## config.mk

```make
export PLATFORM = sky130hd
export DESIGN_NAME = rgbe_rle_ctrl
export DESIGN_NICKNAME = d
export VERILOG_FILES = /design/src/design/rgbe_scanline_rle_decoder_top_macros.svh /design/src/design/rgbe_rle_pkg.sv /design/src/design/rgbe_rle_ctrl.sv
export SDC_FILE = /design/constraint.sdc
export NUM_CORES = 1
export LEC_CHECK = 0
export ABC_AREA = 1
export ABC_CLOCK_PERIOD_IN_PS = 1400
export BUFFER_PORTS_ARGS = -buffer_cell sky130_fd_sc_hd__buf_4
export CORE_AREA = 2 2 39 41
export CTS_BUF_LIST = sky130_fd_sc_hd__clkbuf_2 sky130_fd_sc_hd__clkbuf_4 sky130_fd_sc_hd__clkbuf_8
export CTS_CLUSTER_DIAMETER = 50
export CTS_CLUSTER_SIZE = 10
export DETAILED_ROUTE_END_ITERATION = 8
export DIE_AREA = 0 0 41 43
export GPL_TIMING_DRIVEN = 0
export SKIP_LAST_GASP = 1
export SYNTH_ARGS = -nofsm -noshare
export SYNTH_HDL_FRONTEND = slang
export SYNTH_SLANG_ARGS = --single-unit
```

## constraint.sdc

```tcl
create_clock -name clk -period 1.4 [get_ports clk]
set_clock_uncertainty 0.05 [all_clocks]
set_input_delay 0.28 -clock clk [delete_from_list [all_inputs] [get_ports clk]]
set_output_delay 0.28 -clock clk [all_outputs]
set_load 0.05 [all_outputs]
```

## src/design/rgbe_scanline_rle_decoder_top_macros.svh

```systemverilog
// Assertion macros for the RGBE scanline RLE decoder.
// Used by rgbe_scanline_rle_decoder_top; expects clk and rst_n in scope.
`ifndef RGBE_SCANLINE_RLE_DECODER_TOP_MACROS_SVH
`define RGBE_SCANLINE_RLE_DECODER_TOP_MACROS_SVH

// same-cycle implication
`define RGBE_RLE_ASSERT_IMP(lbl, ante, cons, msg) \
  lbl: assert property (@(posedge clk) disable iff (!rst_n) (ante) |-> (cons)) \
    else $error(msg);

// next-cycle implication
`define RGBE_RLE_ASSERT_NXT(lbl, ante, cons, msg) \
  lbl: assert property (@(posedge clk) disable iff (!rst_n) (ante) |=> (cons)) \
    else $error(msg);

`endif

```

## src/design/rgbe_rle_pkg.sv

```systemverilog
// Shared types and constants for the RGBE scanline RLE decoder.
// No dependencies; compiled first.
`timescale 1ns / 1ps

package rgbe_rle_pkg;

  localparam int MAX_WIDTH = 4096;
  localparam int MIN_WIDTH = 8;
  localparam int COL_W     = $clog2(MAX_WIDTH);
  localparam int POS_W     = 13;
  localparam int NUM_CH    = 4;

  localparam logic [7:0] HEADER_MARK = 8'd2;
  localparam logic [7:0] RUN_BASE    = 8'd128;

  localparam logic [2:0] STAT_ACCEPTED   = 3'd0;
  localparam logic [2:0] STAT_LINE_DONE  = 3'd1;
  localparam logic [2:0] STAT_BAD_MARKER = 3'd2;
  localparam logic [2:0] STAT_CLIPPED    = 3'd3;
  localparam logic [2:0] STAT_PIXEL      = 3'd4;

  typedef enum logic [2:0] {
    PH_HEAD0,
    PH_HEAD_REST,
    PH_CODE,
    PH_RUN_VALUE,
    PH_LITERAL,
    PH_READY
  } phase_t;

  typedef enum logic [1:0] {
    ST_IDLE,
    ST_EXEC,
    ST_RUN,
    ST_POST
  } ctl_state_t;

  typedef struct packed {
    logic load_item;
    logic exec;
    logic run_step;
    logic load_out;
  } cmd_t;

  typedef struct packed {
    logic run_item;
    logic run_last;
  } sts_t;

endpackage

```

## src/design/rgbe_rle_ctrl.sv

```systemverilog
// Controller FSM: sequences accept, decode step, run writes and result load.
// Depends on rgbe_rle_pkg.
`timescale 1ns / 1ps

module rgbe_rle_ctrl (
  input  logic               clk,
  input  logic               rst_n,
  input  logic               in_valid,
  output logic               in_ready,
  output logic               out_valid,
  input  logic               out_ready,
  input  rgbe_rle_pkg::sts_t sts,
  output rgbe_rle_pkg::cmd_t cmd
);
  import rgbe_rle_pkg::*;

  ctl_state_t state_r, state_nxt;
  logic       out_valid_r, out_valid_nxt;
  logic       slot_free;

  assign slot_free = !out_valid_r || out_ready;

  always_comb begin
    state_nxt = state_r;
    case (state_r)
      ST_IDLE: if (in_valid) state_nxt = ST_EXEC;
      ST_EXEC: state_nxt = sts.run_item ? ST_RUN : ST_POST;
      ST_RUN:  if (sts.run_last) state_nxt = ST_POST;
      ST_POST: if (slot_free) state_nxt = ST_IDLE;
      default: state_nxt = ST_IDLE;
    endcase
  end

  always_comb begin
    cmd      = '0;
    in_ready = 1'b0;
    case (state_r)
      ST_IDLE: begin
        in_ready      = 1'b1;
        cmd.load_item = in_valid;
      end
      ST_EXEC: cmd.exec = 1'b1;
      ST_RUN:  cmd.run_step = 1'b1;
      ST_POST: cmd.load_out = slot_free;
      default: cmd = '0;
    endcase
  end

  always_comb begin
    out_valid_nxt = out_valid_r;
    if (cmd.load_out) begin
      out_valid_nxt = 1'b1;
    end else if (out_ready) begin
      out_valid_nxt = 1'b0;
    end
  end

  always_ff @(posedge clk) begin
    if (!rst_n) begin
      state_r     <= ST_IDLE;
      out_valid_r <= 1'b0;
    end else begin
      state_r     <= state_nxt;
      out_valid_r <= out_valid_nxt;
    end
  end

  assign out_valid = out_valid_r;

endmodule

```

== Yosys cells after proc, flatten, opt, wreduce, memory -nomap -nowiden ==
Cells that the tools add are included.

* Bits of input ports: 6
* Bits in latches: 0
* Output and inout port bits: 6
* Register bits after elaboration: 3
* Memory bits (read-only): 0
* Word-level logic and storage cells: 25
* Memory bits (writable): 0
* Memories: 0

* Eq/ne operators: 6
* $mul: 0
* Multiplexer cells: 12
* Add/sub/neg operators: 0
* Reduce and logical (&&, ||, !) cells: 5
* Shifts and indexed selects: 0
* Divide/modulo/power cells: 0
* Order comparisons: 0
* Bitwise operators: 0

{| class="wikitable"
|+ Operator list
! operator !! count
|-
| $mux W1 || 8
|-
| $pmux W2 S4 || 1
|-
| $mux W2 || 3
|-
| $ne A2 B2 Y1 const B || 3
|-
| $eq A2 B2 Y1 const B || 2
|-
| $reduce_and A3 Y1 || 1
|-
| $eq A2 B1 Y1 const B || 1
|-
| $logic_not A2 Y1 || 1
|-
| $reduce_bool A2 Y1 || 1
|-
| $logic_not A1 Y1 || 1
|-
| $logic_or A1 B1 Y1 || 1
|}

== Logic depth before layout (Yosys ltp) ==
* Word-level depth: 4
* Depth in mapped cells: 7
* Gate-level depth less buffers: 7

== Worst setup path before layout ==
OpenSTA, ideal clock, no wires.

* Path type: register to output
* Start: register state_r[0]
* End: output cmd[3] (netlist name)
* Cell stages (with the launch flop): 5
* Data arrival time: 1.353 ns
* Data required time: 1.070 ns
* Setup slack: -0.283 ns
* Cells stage by stage: dfxtp_1 > inv_1 > ha_1 > nand2_1 > inv_1

{| class="wikitable"
|+ RTL lines
! item !! line !! RTL
|-
| from (decl) || rgbe_rle_ctrl.sv:17 || <nowiki>ctl_state_t state_r, state_nxt;</nowiki>
|-
| from (signal assigned) || rgbe_rle_ctrl.sv:63 || <nowiki>state_r <= state_nxt;</nowiki>
|-
| to (decl) || rgbe_rle_ctrl.sv:13 || <nowiki>output rgbe_rle_pkg::cmd_t cmd</nowiki>
|}

==> flow_summary.ini <==
[synth]
yosys.area.top_type = dfxtp_1
synth_seq_area_share = 0.258
yosys_warnings = 0
ys_seq_elements = 3
netlist_area_um2 = 233
ys_types = 11
synth_area_leaders = dfxtp_1, ha_1, nand2_1
synth_top_area_frac = 0.258
synthesis.nets = 44
synthCells = 34
syn_avg_cell_area_um2 = 6.84

[sta]
period_share = 1.02
rsz0062_at_grt = true
fmax_ghz = 0.700
slew_viol_final = 0
relSlewSlack = 0.909
holdWs_ns = 0.245
tightest_slew_ns = 0.136
hold_violations = 0
fin_crit_ns = 1.43
fin_ws_ns = -0.0296
setup_viol = 2

[layout]
fin_cells = 68
drive_gt1_frac = 0.596
syn2layout_area_growth_pct = 102
fin_util = 0.339
stdcell_area_um2 = 469
antenna_cells = 0
nNetsFinal = 63

[floorplan]
die_x_um = 41
num_rows = 14
die_height_um = 43
pin_count = 12
die_area_mm2 = 0.00176
initial_core_util = 0.168
core_area_mm2 = 0.00138

[clock_network]
clock-sinks = 3
hold_buffers = 0
cts_buffer_depth = 2
h-tree-depth = 1
cts.clk_slew.worst_paths_ns = 0.03
cts_tree = yes
numCtsBuffers = 3
clk_latency_ns = 0.24
cts_root_buf = clkbuf_4

[drt]
avgRoutedWirePerCell_um = 8.00
firstDrtPassIters = 2
vias = 250
route.detailed.drc = 0
antenna_left = 0
first_iter_violations = 2
wl_um = 544
via_per_inst = 3.68

[global_route]
grt_pass1_wl_um = 890
first_global_vias = 223
grt-ovfl-total = 0
grt_max_degree = 5
antenna_found_initial = 0
track_usage = 0.0812

[critical_path]
end_kind = output port
cp-startpoint = state_r[0]
r2r_end = state_r[0]
slowest_stage = dfxtp_4
crit_fanout = 3
cp_data_required_time_ns = 1.07
rr_startpoint = state_r[0]
crit_end = cmd[3]
crit_chain = inv_4 -> ha_4 -> nand2_4 -> clkinvlp_4 -> buf_8
critical_path.max_stage_delay_ns = 0.37
rrSetupSlack_ns = 0.20
crit_type = flip-flop to output port
reg2reg_depth = 7
cp-start-kind = flip-flop
crit_arrival_ns = 1.10

[pwr]
p_switching_mw = 0.614
p_per_area_mw_per_mm2 = 2680
internal-power_mw = 0.646
leakagePower_nw = 0.228
switching_share = 0.487
pwr-share-clk = 0.138
vdd_ir_drop_max_v = 0.000872
combPwrFrac = 0.705
seqPwrFrac = 0.157
power_mw = 1.26

[placed_design]
gp_congestion = 0.697
place_hpwl_um = 385
io_buffers = 11
dpl_cell_area_um2 = 354
dp_cells = 61

[job]
drv_cap = 0

[run_status]
status = finished, violations left
violations = setup timing

[min_path]
hold_path_class = input port to flip-flop
-- power by group through the flow --
stage                     Combinational (mW)  Sequential [mW]  Clock (mW)
after floorplan                        0.559            0.165           0
after global placement                 0.683            0.158           0
after detailed placement               0.691            0.158           0
after CTS                              0.859            0.197       0.184
after global routing                   0.968            0.203       0.191
final                                  0.887            0.198       0.174
-- flip-flops by register name (all words and copies together), names as in the netlist --
register / cells
state_r: 2
out_valid: 1
-- timing repair --
item                                    in CTS  in global routing
gates resized for setup                     20                  1
setup buffers                                3                  1
pin swaps                                    2                  1
endpoints found under the setup margin       5                  4
-- critical path: cells and delay by family (launching register included) --
family,cells,cell delay (ns)
buffers and inverters,3,0.28
and+or+nand+nor,1,0.06
adders and majority gates,1,0.16
DFF,1,0.37
-- synth_stat cells --
| library cell | count |
|---|---|
| nand2_1 | 9 |
| nand3_2 | 1 |
| nand3b_1 | 1 |
| a21boi_0 | 1 |
| inv_1 | 7 |
| nor2_1 | 4 |
| ha_1 | 4 |
| dfxtp_1 | 3 |
| nand3_1 | 1 |
| buf_4 | 1 |
| a21oi_1 | 2 |
-- stage by stage --
stage | TNS, ns | setup slack (ns)
final | -0.0541 | -0.0296
after global routing | -0.187 | -0.0676
after CTS | -0.0738 | -0.0369
after detailed placement | 0 | 0.0185
after global placement | 0 | 0.0328
after floorplan | 0 | 0.0248
-- per-layer routing --
metal / up-vias / part of all wire / global-route usage
li1: 138 / - / -
met4: 0 / 0.026 / 0.0600
met5: - / 0 / 0
met3: 2 / 0.074 / 0.0471
met1: 101 / 0.42 / 0.0831
met2: 9 / 0.48 / 0.116
-- logic make-up after synthesis --
group                      Yosys count  share of synthesized area
AOI/OAI and AO/OA                    3                     0.0753
adders and majority gates            4                      0.215
buffers and inverters                8                      0.145
DFF                                  3                      0.258
and+or+nand+nor                     16                      0.306
-- final cells by class --
cell class	count	area (µm²)
fillers	147	915
clock buffers	4	30.0
repair buffers	15	139
multi-input cells	23	178
flip-flops and latches	3	67.6
well taps	16	20.0
inverters	7	35.0
-- worst min path at each step --
stage / start / end / slack, ns / depth (start not counted)
after floorplan: rst_n / state_r[0] / 0.35 / 2
after CTS: rst_n / state_r[1] / 0.24 / 3
after detailed placement: out_valid / out_valid / 0.46 / 2
final: rst_n / state_r[1] / 0.25 / 3
after global routing: rst_n / state_r[1] / 0.24 / 3
after global placement: out_valid / out_valid / 0.44 / 2
-- cell usage in the layout (no fill, tap or decap) --
master / count
ha_1: 1
a21oi_1: 1
ha_4: 2
dfxtp_4: 2
buf_8: 3
inv_2: 1
buf_6: 1
inv_1: 3
inv_4: 2
nor2_1: 4
clkinvlp_4: 1
clkbuf_4: 4
nand3_1: 1
dfxtp_1: 1
nand3_2: 1
nand3b_1: 1
ha_2: 1
a21boi_0: 1
a21oi_2: 1
nand2_1: 8
buf_4: 11
nand2_4: 1
No activity file was read; power rests on OpenSTA's default activity.
